<file path="src/rtl/capability_handle_table_top_assert.svh">
// assertion macros for the capability handle table
// used by capability_handle_table_top; expects clk and rst_n in scope
`ifndef CAPABILITY_HANDLE_TABLE_TOP_ASSERT_SVH
`define CAPABILITY_HANDLE_TABLE_TOP_ASSERT_SVH

`ifndef SYNTHESIS
`define CHT_ASSERT_IMP(name, pre, post) \
  name: assert property (@(posedge clk) disable iff (!rst_n) (pre) |-> (post)) \
    else $error("cht assertion failed");
`define CHT_ASSERT_NXT(name, pre, post) \
  name: assert property (@(posedge clk) disable iff (!rst_n) (pre) |=> (post)) \
    else $error("cht assertion failed");
`else
`define CHT_ASSERT_IMP(name, pre, post)
`define CHT_ASSERT_NXT(name, pre, post)
`endif

`endif

</file>
<file path="src/rtl/cht_pkg.sv">
// shared types, widths and codes of the capability handle table
// no dependencies
package cht_pkg;

  localparam int HANDLES     = 64;
  localparam int OBJECT_BITS = 32;
  localparam int RIGHTS_BITS = 8;

  localparam int CMD_W      = 2;
  localparam int HANDLE_W   = 6;
  localparam int KIND_W     = 3;
  localparam int OBJECT_W   = 32;
  localparam int RIGHTS_W   = 8;
  localparam int CFG_IDX_W  = 2;
  localparam int CFG_DATA_W = 8;

  localparam int HIDX_W = (HANDLES > 1) ? $clog2(HANDLES) : 1;
  localparam int OBJ_W  = (OBJECT_BITS < OBJECT_W) ? OBJECT_BITS : OBJECT_W;
  localparam int RGT_W  = (RIGHTS_BITS < RIGHTS_W) ? RIGHTS_BITS : RIGHTS_W;

  localparam int FREE_GRP   = 8;
  localparam int FREE_NGRP  = (HANDLES + FREE_GRP - 1) / FREE_GRP;
  localparam int FREE_BIT_W = $clog2(FREE_GRP);

  typedef enum logic [CMD_W-1:0] {
    CMD_REGISTER  = 2'd0,
    CMD_CLOSE     = 2'd1,
    CMD_DUPLICATE = 2'd2,
    CMD_LOOKUP    = 2'd3
  } cmd_t;

  localparam logic [KIND_W-1:0] KIND_NONE    = KIND_W'(0);
  localparam logic [KIND_W-1:0] KIND_CHANNEL = KIND_W'(3);
  localparam logic [KIND_W-1:0] KIND_MAX     = KIND_W'(5);

  localparam logic [CFG_IDX_W-1:0] CFG_DELEGATE_MASK = CFG_IDX_W'(0);
  localparam logic [CFG_IDX_W-1:0] CFG_READ_MASK     = CFG_IDX_W'(1);

  localparam logic [CFG_DATA_W-1:0] DELEGATE_RESET = CFG_DATA_W'(8);
  localparam logic [CFG_DATA_W-1:0] READ_RESET     = CFG_DATA_W'(1);

  typedef enum logic {
    ST_IDLE = 1'b0,
    ST_EXEC = 1'b1
  } state_t;

  typedef struct packed {
    logic [KIND_W-1:0] kind;
    logic [OBJ_W-1:0]  object;
    logic [RGT_W-1:0]  rights;
  } entry_t;

  typedef struct packed {
    logic              en;
    logic              set;
    logic [HIDX_W-1:0] idx;
  } valid_upd_t;

  typedef struct packed {
    logic              found;
    logic [HIDX_W-1:0] free_idx;
    logic              qvalid;
  } alloc_stat_t;

endpackage

</file>
<file path="src/rtl/cht_in_if.sv">
// command channel of the capability handle table
// depends on cht_pkg
interface cht_in_if import cht_pkg::*; ();
  logic                valid;
  logic                ready;
  logic [CMD_W-1:0]    cmd;
  logic [HANDLE_W-1:0] handle;
  logic [KIND_W-1:0]   kind;
  logic [OBJECT_W-1:0] object;
  logic [RIGHTS_W-1:0] rights;

  modport source (output valid, cmd, handle, kind, object, rights, input ready);
  modport sink (input valid, cmd, handle, kind, object, rights, output ready);
endinterface

</file>
<file path="src/rtl/cht_out_if.sv">
// result channel of the capability handle table
// depends on cht_pkg
interface cht_out_if import cht_pkg::*; ();
  logic                valid;
  logic                ready;
  logic                ok;
  logic [HANDLE_W-1:0] handle_out;
  logic [KIND_W-1:0]   kind_out;
  logic [OBJECT_W-1:0] object_out;
  logic [RIGHTS_W-1:0] rights_out;

  modport source (output valid, ok, handle_out, kind_out, object_out, rights_out,
                  input ready);
  modport sink (input valid, ok, handle_out, kind_out, object_out, rights_out,
                output ready);
endinterface

</file>
<file path="src/rtl/cht_cfg_if.sv">
// register write channel of the capability handle table
// depends on cht_pkg
interface cht_cfg_if import cht_pkg::*; ();
  logic                  valid;
  logic                  ready;
  logic [CFG_IDX_W-1:0]  index;
  logic [CFG_DATA_W-1:0] data;

  modport source (output valid, index, data, input ready);
  modport sink (input valid, index, data, output ready);
endinterface

</file>
<file path="src/rtl/capability_handle_table_top.sv">
// Capability handle table: 64 handles of kind, object id and rights, handle 0 reserved.
// For each command the accepting edge reads the entry memory and registers the first
// stage of the free-handle search; in the execute state, once the result register is
// free, the block decides and writes back. New commands are taken only in the idle state,
// after the write-back; a full result register holds the block until it drains.
// Entry validity lives in flip-flops cleared at reset, so no clearing pass is needed.
// depends on cht_pkg, the channel interfaces, cht_mem, cht_alloc and the assertion header
`include "capability_handle_table_top_assert.svh"

module capability_handle_table_top import cht_pkg::*; (
  input  logic      clk,
  input  logic      rst_n,
  cht_in_if.sink    in_if,
  cht_out_if.source out_if,
  cht_cfg_if.sink   cfg_if
);

  state_t                state_r, state_nxt;
  cmd_t                  cmd_r;
  logic [HANDLE_W-1:0]   handle_r;
  logic [KIND_W-1:0]     kind_r;
  logic [OBJ_W-1:0]      obj_r;
  logic [RGT_W-1:0]      rights_r;
  logic [CFG_DATA_W-1:0] delegate_r;
  logic [CFG_DATA_W-1:0] read_r;

  logic                  out_valid_r, out_valid_nxt;
  logic                  ok_r, ok_nxt;
  logic [HANDLE_W-1:0]   hout_r, hout_nxt;
  logic [KIND_W-1:0]     kout_r, kout_nxt;
  logic [OBJECT_W-1:0]   oout_r, oout_nxt;
  logic [RIGHTS_W-1:0]   rout_r, rout_nxt;

  logic                  in_fire;
  logic                  out_free;
  logic                  go;
  logic                  handle_ok;
  logic                  hvalid;
  logic [HIDX_W-1:0]     hidx;
  entry_t                rd_entry;
  entry_t                wr_entry;
  logic                  mem_we;
  logic [HIDX_W-1:0]     mem_waddr;
  valid_upd_t            upd;
  alloc_stat_t           stat;

  assign in_fire  = in_if.valid && in_if.ready;
  assign out_free = !out_valid_r || out_if.ready;
  assign go       = (state_r == ST_EXEC) && out_free;

  assign in_if.ready  = (state_r == ST_IDLE);
  assign cfg_if.ready = 1'b1;

  assign handle_ok = (handle_r != '0) && (int'(handle_r) < HANDLES);
  assign hidx      = HIDX_W'(handle_r);
  assign hvalid    = handle_ok && stat.qvalid;

  cht_mem #(
    .WIDTH ($bits(entry_t)),
    .DEPTH (HANDLES)
  ) u_mem (
    .clk     (clk),
    .we      (mem_we),
    .waddr   (mem_waddr),
    .wdata   (wr_entry),
    .re      (in_fire),
    .raddr   (HIDX_W'(in_if.handle)),
    .rdata_r (rd_entry)
  );

  cht_alloc u_alloc (
    .clk   (clk),
    .rst_n (rst_n),
    .upd   (upd),
    .qidx  (hidx),
    .stat  (stat)
  );

  always_ff @(posedge clk) begin
    if (!rst_n) begin
      state_r     <= ST_IDLE;
      out_valid_r <= 1'b0;
      delegate_r  <= DELEGATE_RESET;
      read_r      <= READ_RESET;
    end else begin
      state_r     <= state_nxt;
      out_valid_r <= out_valid_nxt;
      if (cfg_if.valid && cfg_if.ready) begin
        if (cfg_if.index == CFG_DELEGATE_MASK) begin
          delegate_r <= cfg_if.data;
        end else if (cfg_if.index == CFG_READ_MASK) begin
          read_r <= cfg_if.data;
        end
      end
    end
  end

  always_ff @(posedge clk) begin
    if (in_fire) begin
      cmd_r    <= cmd_t'(in_if.cmd);
      handle_r <= in_if.handle;
      kind_r   <= in_if.kind;
      obj_r    <= OBJ_W'(in_if.object);
      rights_r <= RGT_W'(in_if.rights);
    end
    if (go) begin
      ok_r   <= ok_nxt;
      hout_r <= hout_nxt;
      kout_r <= kout_nxt;
      oout_r <= oout_nxt;
      rout_r <= rout_nxt;
    end
  end

  always_comb begin
    state_nxt     = state_r;
    out_valid_nxt = out_valid_r && !out_if.ready;
    ok_nxt        = 1'b0;
    hout_nxt      = '0;
    kout_nxt      = '0;
    oout_nxt      = '0;
    rout_nxt      = '0;
    mem_we        = 1'b0;
    mem_waddr     = stat.free_idx;
    wr_entry      = '{kind: kind_r, object: obj_r, rights: rights_r};
    upd           = '{en: 1'b0, set: 1'b1, idx: stat.free_idx};

    case (state_r)
      ST_IDLE: begin
        if (in_fire) begin
          state_nxt = ST_EXEC;
        end
      end
      ST_EXEC: begin
        if (go) begin
          state_nxt     = ST_IDLE;
          out_valid_nxt = 1'b1;
          case (cmd_r)
            CMD_REGISTER: begin
              if (kind_r != KIND_NONE && kind_r <= KIND_MAX && obj_r != '0 &&
                  stat.found) begin
                ok_nxt   = 1'b1;
                hout_nxt = HANDLE_W'(stat.free_idx);
                mem_we   = 1'b1;
                upd.en   = 1'b1;
              end
            end
            CMD_CLOSE: begin
              if (hvalid) begin
                ok_nxt  = 1'b1;
                upd     = '{en: 1'b1, set: 1'b0, idx: hidx};
              end
            end
            CMD_DUPLICATE: begin
              if (hvalid && (rights_r & ~rd_entry.rights) == '0 &&
                  (RIGHTS_W'(rd_entry.rights) & delegate_r) != '0 && stat.found) begin
                ok_nxt   = 1'b1;
                hout_nxt = HANDLE_W'(stat.free_idx);
                wr_entry = '{kind: rd_entry.kind, object: rd_entry.object,
                             rights: rights_r};
                mem_we   = 1'b1;
                upd.en   = 1'b1;
              end
            end
            CMD_LOOKUP: begin
              if (hvalid && (kind_r == KIND_NONE || kind_r == rd_entry.kind) &&
                  !(rd_entry.kind == KIND_CHANNEL &&
                    (RIGHTS_W'(rd_entry.rights) & read_r) == '0)) begin
                ok_nxt   = 1'b1;
                kout_nxt = rd_entry.kind;
                oout_nxt = OBJECT_W'(rd_entry.object);
                rout_nxt = RIGHTS_W'(rd_entry.rights);
              end
            end
            default: begin
              ok_nxt = 1'b0;
            end
          endcase
        end
      end
      default: begin
        state_nxt = ST_IDLE;
      end
    endcase
  end

  assign out_if.valid      = out_valid_r;
  assign out_if.ok         = ok_r;
  assign out_if.handle_out = hout_r;
  assign out_if.kind_out   = kout_r;
  assign out_if.object_out = oout_r;
  assign out_if.rights_out = rout_r;

  `CHT_ASSERT_NXT(a_accept_exec, in_fire, state_r == ST_EXEC)
  `CHT_ASSERT_IMP(a_alloc_found, go && upd.en && upd.set, stat.found)
  `CHT_ASSERT_IMP(a_fail_zero, out_if.valid && !out_if.ok, out_if.handle_out == '0 && out_if.kind_out == '0 && out_if.object_out == '0 && out_if.rights_out == '0)

endmodule

</file>
<file path="src/rtl/cht_mem.sv">
// generic single-port-write ram with registered read
// no dependencies
module cht_mem #(
  parameter int WIDTH = 8,
  parameter int DEPTH = 64
) (
  input  logic                     clk,
  input  logic                     we,
  input  logic [$clog2(DEPTH)-1:0] waddr,
  input  logic [WIDTH-1:0]         wdata,
  input  logic                     re,
  input  logic [$clog2(DEPTH)-1:0] raddr,
  output logic [WIDTH-1:0]         rdata_r
);

  logic [WIDTH-1:0] mem [DEPTH];

  always_ff @(posedge clk) begin
    if (we) begin
      mem[waddr] <= wdata;
    end
  end

  always_ff @(posedge clk) begin
    if (re) begin
      rdata_r <= mem[raddr];
    end
  end

endmodule

</file>
<file path="src/rtl/cht_alloc.sv">
// entry valid bits and two-stage lowest-free-handle search
// depends on cht_pkg
module cht_alloc import cht_pkg::*; (
  input  logic              clk,
  input  logic              rst_n,
  input  valid_upd_t        upd,
  input  logic [HIDX_W-1:0] qidx,
  output alloc_stat_t       stat
);

  logic [HANDLES-1:0]              valid_r;
  logic [HANDLES-1:0]              valid_nxt;
  logic [FREE_NGRP*FREE_GRP-1:0]   free_pad;
  logic [FREE_NGRP-1:0]            grp_any_r;
  logic [FREE_NGRP-1:0]            grp_any_nxt;
  logic [FREE_BIT_W-1:0]           grp_bit_r [FREE_NGRP];
  logic [FREE_BIT_W-1:0]           grp_bit_nxt [FREE_NGRP];

  always_comb begin
    valid_nxt = valid_r;
    if (upd.en) begin
      valid_nxt[upd.idx] = upd.set;
    end
  end

  always_ff @(posedge clk) begin
    if (!rst_n) begin
      valid_r <= '0;
    end else begin
      valid_r <= valid_nxt;
    end
  end

  // handle 0 and padding never count as free
  always_comb begin
    free_pad = '0;
    for (int i = 1; i < HANDLES; i++) begin
      free_pad[i] = !valid_r[i];
    end
  end

  always_comb begin
    for (int g = 0; g < FREE_NGRP; g++) begin
      grp_any_nxt[g] = 1'b0;
      grp_bit_nxt[g] = '0;
      for (int b = FREE_GRP - 1; b >= 0; b--) begin
        if (free_pad[g*FREE_GRP + b]) begin
          grp_any_nxt[g] = 1'b1;
          grp_bit_nxt[g] = FREE_BIT_W'(b);
        end
      end
    end
  end

  always_ff @(posedge clk) begin
    grp_any_r <= grp_any_nxt;
    grp_bit_r <= grp_bit_nxt;
  end

  always_comb begin
    stat.found    = 1'b0;
    stat.free_idx = '0;
    for (int g = FREE_NGRP - 1; g >= 0; g--) begin
      if (grp_any_r[g]) begin
        stat.found    = 1'b1;
        stat.free_idx = HIDX_W'(g * FREE_GRP + int'(grp_bit_r[g]));
      end
    end
    stat.qvalid = valid_r[qidx];
  end

endmodule
</file>
<file path="src/flat_wrapper.sv">
// flat-port wrapper written by rule: the top's interface ports become plain ports
module capability_handle_table_top_flat import cht_pkg::*;
  (clk, rst_n, in_if_valid, in_if_cmd, in_if_handle, in_if_kind, in_if_object, in_if_rights, in_if_ready, out_if_valid, out_if_ok, out_if_handle_out, out_if_kind_out, out_if_object_out, out_if_rights_out, out_if_ready, cfg_if_valid, cfg_if_index, cfg_if_data, cfg_if_ready);
  cht_in_if in_if_i ();
  cht_out_if out_if_i ();
  cht_cfg_if cfg_if_i ();
  input  logic clk;
  input  logic rst_n;
  input wire logic [$bits(in_if_i.valid)-1:0] in_if_valid;
  input wire logic [$bits(in_if_i.cmd)-1:0] in_if_cmd;
  input wire logic [$bits(in_if_i.handle)-1:0] in_if_handle;
  input wire logic [$bits(in_if_i.kind)-1:0] in_if_kind;
  input wire logic [$bits(in_if_i.object)-1:0] in_if_object;
  input wire logic [$bits(in_if_i.rights)-1:0] in_if_rights;
  output wire logic [$bits(in_if_i.ready)-1:0] in_if_ready;
  output wire logic [$bits(out_if_i.valid)-1:0] out_if_valid;
  output wire logic [$bits(out_if_i.ok)-1:0] out_if_ok;
  output wire logic [$bits(out_if_i.handle_out)-1:0] out_if_handle_out;
  output wire logic [$bits(out_if_i.kind_out)-1:0] out_if_kind_out;
  output wire logic [$bits(out_if_i.object_out)-1:0] out_if_object_out;
  output wire logic [$bits(out_if_i.rights_out)-1:0] out_if_rights_out;
  input wire logic [$bits(out_if_i.ready)-1:0] out_if_ready;
  input wire logic [$bits(cfg_if_i.valid)-1:0] cfg_if_valid;
  input wire logic [$bits(cfg_if_i.index)-1:0] cfg_if_index;
  input wire logic [$bits(cfg_if_i.data)-1:0] cfg_if_data;
  output wire logic [$bits(cfg_if_i.ready)-1:0] cfg_if_ready;
  assign in_if_i.valid = in_if_valid;
  assign in_if_i.cmd = in_if_cmd;
  assign in_if_i.handle = in_if_handle;
  assign in_if_i.kind = in_if_kind;
  assign in_if_i.object = in_if_object;
  assign in_if_i.rights = in_if_rights;
  assign in_if_ready = in_if_i.ready;
  assign out_if_valid = out_if_i.valid;
  assign out_if_ok = out_if_i.ok;
  assign out_if_handle_out = out_if_i.handle_out;
  assign out_if_kind_out = out_if_i.kind_out;
  assign out_if_object_out = out_if_i.object_out;
  assign out_if_rights_out = out_if_i.rights_out;
  assign out_if_i.ready = out_if_ready;
  assign cfg_if_i.valid = cfg_if_valid;
  assign cfg_if_i.index = cfg_if_index;
  assign cfg_if_i.data = cfg_if_data;
  assign cfg_if_ready = cfg_if_i.ready;
  capability_handle_table_top u_core (.clk(clk), .rst_n(rst_n), .in_if(in_if_i), .out_if(out_if_i), .cfg_if(cfg_if_i));
endmodule
</file>
<file path="config.mk">
export PLATFORM = sky130hd
export DESIGN_NAME = capability_handle_table_top_flat
export DESIGN_NICKNAME = d
export VERILOG_FILES = /design/src/rtl/cht_pkg.sv /design/src/rtl/cht_in_if.sv /design/src/rtl/cht_out_if.sv /design/src/rtl/cht_cfg_if.sv /design/src/rtl/capability_handle_table_top.sv /design/src/rtl/cht_mem.sv /design/src/rtl/cht_alloc.sv /design/src/flat_wrapper.sv
export VERILOG_INCLUDE_DIRS = /design/src /design/src/rtl
export SDC_FILE = /design/constraint.sdc
export NUM_CORES = 2
export LEC_CHECK = 0
export BUFFER_PORTS_ARGS = -buffer_cell sky130_fd_sc_hd__buf_2
export CAP_MARGIN = 20
export CORE_ASPECT_RATIO = 1.5
export CORE_MARGIN = 5
export CORE_UTILIZATION = 40
export CTS_BUF_LIST = sky130_fd_sc_hd__clkbuf_8
export CTS_CLUSTER_DIAMETER = 200
export CTS_CLUSTER_SIZE = 30
export DETAILED_ROUTE_END_ITERATION = 8
export MAX_ROUTING_LAYER = met4
export RECOVER_POWER = 50
export SLEW_MARGIN = 20
export SYNTH_ARGS = -nofsm -noshare
export SYNTH_HDL_FRONTEND = slang
export SYNTH_SLANG_ARGS = --single-unit
</file>
<file path="constraint.sdc">
create_clock -name clk -period 7 [get_ports clk]
set_input_delay 0.7 -clock clk [delete_from_list [all_inputs] [get_ports clk]]
set_output_delay 0.7 -clock clk [all_outputs]
set_load 0.02 [all_outputs]
</file>
# Word level (Yosys, flattened, before mapping)
# Memories as Yosys holds them, arrays and structs flattened. A register that Yosys moved wholly into a read port is not among the register bits.
# Index checks and enable logic that the tools add are counted.
word_totals:
  mem_bits_rw: 2752
  reg_bits: 215
  wordCells: 227
  mem_count: 1
mem_list:
  columns: ["memory", "words", "width", "read_ports", "rd_ports_with_merged_regs", "write_ports", "line", "rtl"]
  rows:
  - ["u_core.u_mem.mem", 64, 43, 1, 1, 1, "cht_mem.sv:16", "logic [WIDTH-1:0] mem [DEPTH];"]
op_classes:
  bitwise_logic: 6
  add_sub_neg: 7
  magnitude_cmp: 4
  eq_ne: 6
  n_mux: 103
  n_reduce_logical: 54
op_table:
  columns: ["op", "count"]
  rows:
  - ["two-way mux 43 bit", 4]
  - ["two-way mux 3 bit", 32]
  - ["bitwise mux 64 bit", 1]
  - ["two-way mux 7 bit", 9]
  - ["AND reduction 7 bit", 7]
  - ["two-way mux 2 bit", 16]
  - ["nonzero test 32 bit", 1]
  - ["two-way mux 1 bit", 29]
  - ["AND reduction 4 bit", 7]
  - ["adder 6 x 3 -> 6 bit, first input constant", 4]
  - ["AND 8 bit", 3]
  - ["two-way mux 8 bit", 3]
  - ["zero test 8 bit", 2]
  - ["AND reduction 2 bit", 8]
  - ["logical AND 1 bit", 14]
  - ["less-than comparator 6 x 7 -> 1 bit, second input constant", 2]
  - ["adder 5 x 3 -> 6 bit, first input constant", 2]
  - ["two-way mux 6 bit", 2]
  - ["case mux 6 bit (2 select lines)", 1]
  - ["AND reduction 3 bit", 3]
  - ["inverter 8 bit", 1]
  - ["nonzero test 8 bit", 1]
  - ["binary-select mux 1 bit (select 6 bit)", 1]
  - ["demux 1 bit (select 6 bit)", 1]
  - ["18 further kinds", 26]

# Logic depth before layout (Yosys ltp)
depth:
  word_depth: 19
  mapped_depth: 12
  depth_no_buf: 8

# Hierarchy
# Synthesis repeated with hierarchy kept, for this count alone.
hier_totals:
  hier_cells: 5364
  hier_area_um2: 115912.4
modules_own_cells:
  columns: ["module", "area_each_um2", "instances", "cells_each"]
  rows:
  - ["cht_mem", 105824.0, 1, 4444]
  - ["capability_handle_table_top", 5168.7, 1, 334]
  - ["cht_alloc", 4919.7, 1, 586]

# Worst setup path after synthesis
# No wires, ideal clock.
synth_path:
  path_kind: "input to register"
  startpoint: "input in_if_valid"
  endpoint: "register u_core.cmd_r[0] (enable)"
  required_ns: 6.441
  setup_slack_ns: 1.645
  path_buffers: 0
  arrival_time_ns: 4.796
  setup_ns: 0.559
  path_stages: 1
  cell_sequence: "nor2b_1"
synth_via:
  elab_chain_cells: 1
synth_lines:
  columns: ["element", "line", "rtl"]
  rows:
  - ["from (decl)", "flat_wrapper.sv:9", "input wire logic [$bits(in_if_i.valid)-1:0] in_if_valid;"]
  - ["logical AND 1 bit", "capability_handle_table_top.sv:47", "assign in_fire = in_if.valid && in_if.ready;"]
  - ["to (signal assigned)", "capability_handle_table_top.sv:100", "cmd_r <= cmd_t'(in_if.cmd);"]
  - ["to (decl)", "capability_handle_table_top.sv:19", "cmd_t cmd_r;"]
# No other way between the ends.
# A chain may end at the register's enable or synchronous reset.

# Final worst setup path
layout_path:
  startpoint: "register u_core.handle_r[0]"
  endpoint: "memory u_core.u_mem.mem[51][36] (netlist bit) (data pin)"
layout_via:
  elab_chain_cells: 10
  elab_cells_between_ends: 11
layout_lines:
  columns: ["element", "line", "rtl"]
  rows:
  - ["from (decl)", "capability_handle_table_top.sv:20", "logic [HANDLE_W-1:0] handle_r;"]
  - ["from (signal assigned)", "capability_handle_table_top.sv:101", "handle_r <= in_if.handle;"]
  - ["binary-select mux 1 bit (select 6 bit)", "cht_alloc.sv:69", "stat.qvalid = valid_r[qidx];"]
  - ["two-way mux 1 bit (not written as such)", "cht_alloc.sv:69", null]
  - ["logical AND 1 bit (*)", "capability_handle_table_top.sv:56", "assign hvalid = handle_ok && stat.qvalid;"]
  - ["logical AND 1 bit (*) (2 in a row)", "capability_handle_table_top.sv:155", "if (hvalid && (rights_r & ~rd_entry.rights) == '0 &&"]
  - ["logical AND 1 bit (*)", "capability_handle_table_top.sv:156", "(RIGHTS_W'(rd_entry.rights) & delegate_r) != '0 && stat.found) begin"]
  - ["two-way mux 43 bit (*)", "capability_handle_table_top.sv:155", null]
  - ["two-way mux 43 bit (*)", "capability_handle_table_top.sv:138", "case (cmd_r)"]
  - ["two-way mux 43 bit (*)", "capability_handle_table_top.sv:135", "if (go) begin"]
  - ["two-way mux 43 bit (*)", "capability_handle_table_top.sv:128", "case (state_r)"]
  - ["net u_core.u_mem.wdata[36]", "cht_mem.sv:10", "input logic [WIDTH-1:0] wdata,"]
  - ["to (decl)", "cht_mem.sv:16", null]
# Mark *: on every way through the listed nets, which the timed path passes. The rest lies on a longest branch. The select of a mux whose other input is x is not followed.

==> flow_metrics.env <==
export IMPL_status="complete, but fails checks"
export IMPL_violations="capacitance limit, slew limit"
export IMPL_initial_core_util_pct=40.2
export IMPL_arrival_ps=6640
export IMPL_drv_cap=38
export IMPL_drt_initial_drc_count=6508
export IMPL_slew_violations=2117
export IMPL_synth_ff_type="edfxtp_1"
export IMPL_dieArea_sq_um=300000
export IMPL_ioPinCount=119
export IMPL_critPathKind="flop to flop"
export IMPL_dp_hpwl_mm=192
export IMPL_yosysSeqAreaShare_pct=77.3
export IMPL_cpPeakStageDelay_ps=2100
export IMPL_synthTopCellsByCount="edfxtp_1, mux4_2, clkbuf_1"
export IMPL_finalHoldViolCount=0
export IMPL_crit_family="multiplexers"
export IMPL_grt_start_max_net_pins=107
export IMPL_synth_edff_count=2896
export IMPL_cts_root_buf="clkbuf_8"
export IMPL_timing_final_crit_share_pct=89.3
export IMPL_ir_worst_vdd_mv=0.160
export IMPL_cts_buffers=110
export IMPL_gp_congestion=0.884
export IMPL_synth_fp_nets=5000
export IMPL_synth_most_common_cell="edfxtp_1"
export IMPL_grtUsageTotal_pct=20.5
export IMPL_drive_above_1_share_pct=25.5
export IMPL_drt_pass1_iterations=5
export IMPL_skew_ps=99.1
export IMPL_cp_max_fo=64
export IMPL_synth_cell_types=72
export IMPL_clock_path_buffers=3
export IMPL_synthToLayoutAreaGrowth_pct=7.23
export IMPL_antenna_found_initial=35
export IMPL_cts_max_level=3
export IMPL_synth_cells=4934
export IMPL_worst_path_max_delay_cell="mux2_1"
export IMPL_power_density_nw_per_um2=228
export IMPL_worst_setup_path_end_kind="flop"
export IMPL_ys_ff_latch=3009
export IMPL_cp_cell_sequence="buf_4, nor2b_1, a222oi_1, a22o_1, a21oi_1, o21bai_1, or2_4, mux2_1"
export IMPL_crit_path_start_kind="flop"
export IMPL_numPortBuffers=117
export IMPL_setup_viol=0
export IMPL_crit_buf_inv=1
export IMPL_final_util_pct=43.1
export IMPL_relSlewSlack_pct=-214
export IMPL_fin_nets=5174
export IMPL_fin_tns_setup_ps=0
export IMPL_rows=241
export IMPL_syn_cell_area_sq_um=115000
export IMPL_avgViaCountPerCell=5.90
export IMPL_clk_latency_ps=1000
export IMPL_synth_top_cell_area_share_pct=75.3
export IMPL_gr_total_overflow=0
export IMPL_clkSinkCount=3009
export IMPL_hold_ws_ps=244
export IMPL_grt_pass1_wl_mm=427
export IMPL_rsz0062_at_grt="false"
export IMPL_worstMarginPinSlew_ps=4710
export IMPL_async_reset_ff_share_pct=0
export IMPL_vias=52669
export IMPL_cts_tree="yes"
export IMPL_yosysWarnings=0
export IMPL_die_w_um=449
export IMPL_drc=0
export IMPL_leakagePower_nw=36.7
export IMPL_required_ps=7390
export IMPL_post_route_min_period_ps=6250
export IMPL_antenna_left=0
export IMPL_core_area_sq_um=287000
export IMPL_syn_avg_cell_area_sq_um=23.4
export IMPL_wl_mm=302
export IMPL_hp_class="primary input to flop"
export IMPL_dieHeight_um=668
export IMPL_detail_route_wl_per_cell_um=33.9
export IMPL_yosys_area_top_type="edfxtp_1"
export IMPL_fmax_mhz=160
export IMPL_path_clk_slew_ps=170
export IMPL_ys_top_cells_by_area="edfxtp_1, mux4_2, dfxtp_1"
export IMPL_grt_pass1_vias=53281
==> final cells by class <==
class | instances | area (sq um)
Tap cell | 3766 | 4710
Sequential cell | 3009 | 89200
Clock buffer | 113 | 1560
Clock inverter | 38 | 183
Inverter | 31 | 118
Multi-Input combinational cell | 1634 | 25400
Timing Repair Buffer | 322 | 2560
Antenna cell | 18 | 45.0
Fill cell | 24262 | 164000
==> per-layer routing <==
layer / global-route usage, % / up-vias / share of wire [%]
li1: - / 21197 / -
met1: 26.3 / 29205 / 39
met2: 35.5 / 1985 / 53
met3: 1.95 / 282 / 5.8
met4: 5.00 / 0 / 2.6
met5: - / - / 0
==> cell families after synthesis <==
kind of cell	share of synthesized area (%)
compound gates	1.40
xor+xnor	0.00759
buf+inv	1.06
flops	77.3
mux	18.5
other cells	0.00325
simple gates	1.78
==> worst reg2reg max path, cell delays in order, from the launching register on <==
cell and delay (ps):
edfxtp_1 770, buf_4 350, nor2b_1 440, a222oi_1 200
a22o_1 270, a21oi_1 630, o21bai_1 230, or2_4 570
mux2_1 2130
==> flip-flops by register name, indices dropped and copies added (netlist names) <==
signal	flops
u_core.rights_r	8
u_core.u_mem.mem	2752
u_core.state_r	1
u_core.obj_r	32
u_core.out_if.ok	1
u_core.u_alloc.grp_any_r	8
u_core.delegate_r	8
u_core.out_if.rights_out	8
u_core.read_r	8
u_core.out_if.valid	1
u_core.u_alloc.valid_r	63
u_core.handle_r	6
u_core.out_if.object_out	32
u_core.u_mem.rdata_r	43
u_core.u_alloc.grp_bit_r	24
u_core.kind_r	3
u_core.cmd_r	2
u_core.out_if.kind_out	3
u_core.out_if.handle_out	6
==> metrics by stage <==
step	cell area (sq um)	setup slack, ps	power [mW]	std cells
after floorplan	115000	1650	21.3	4934
after global placement	122000	1220	22.2	8713
after detailed placement	122000	1200	22.2	8713
after CTS	124000	1210	28.5	8913
after global routing	124000	485	29.2	8929
final	124000	747	28.3	8931
==> repair_timing <==
action                                 4_1_cts  5_1_grt
gates resized for setup                      0        0
endpoints found under the hold margin       57        0
buffers inserted                             0        0
hold buffers                                49        0
==> cells in the final DEF (no fill, tap or decap), types with 10 or more instances in the layout <==
master,synthesis,final
nor2_4,0,61
nor2b_1,31,31
mux2i_1,39,39
nand2_1,131,131
clkbuf_8,0,113
buf_2,59,30
inv_1,31,64
dfxtp_1,113,113
nor2_1,103,43
dlygate4sd3_1,0,49
mux2_1,0,19
nor4_1,12,12
a31o_2,13,13
o21ai_0,30,30
and2_1,49,19
nand4_1,11,11
nor3_1,19,15
a21oi_1,55,56
a22oi_1,11,11
a31oi_1,10,10
clkbuf_1,158,98
buf_12,0,36
mux2_2,14,12
buf_4,4,101
a32oi_1,33,33
mux4_2,902,902
mux2_4,30,13
diode_2,0,18
and2_0,0,30
edfxtp_1,2896,2896
nand3_1,28,28
a21boi_0,9,10
==> power by group <==
group | switching, mW | leakage (nW) | internal [mW]
Clock | 4.97 | 1.01 | 1.50
Sequential | 0.0878 | 27.1 | 19.9
Combinational | 1.18 | 8.59 | 0.675
Total | 6.25 | 36.7 | 22.0
==> worst paths after layout <==
| check | from | to | slack [ps] | cells after the start |
|---|---|---|---|---|
| hold / removal | cfg_if_index[1] | u_core.delegate_r[3] | 240 | 5 |
| setup reg to reg | u_core.handle_r[0] | u_core.u_mem.mem[51][36] | 750 | 8 |
| setup / recovery | u_core.handle_r[0] | u_core.u_mem.mem[51][36] | 750 | 8 |
| hold reg to reg | u_core.u_alloc.valid_r[24] | u_core.u_alloc.valid_r[24] | 500 | 2 |
(Power assumes the default switching activity.)
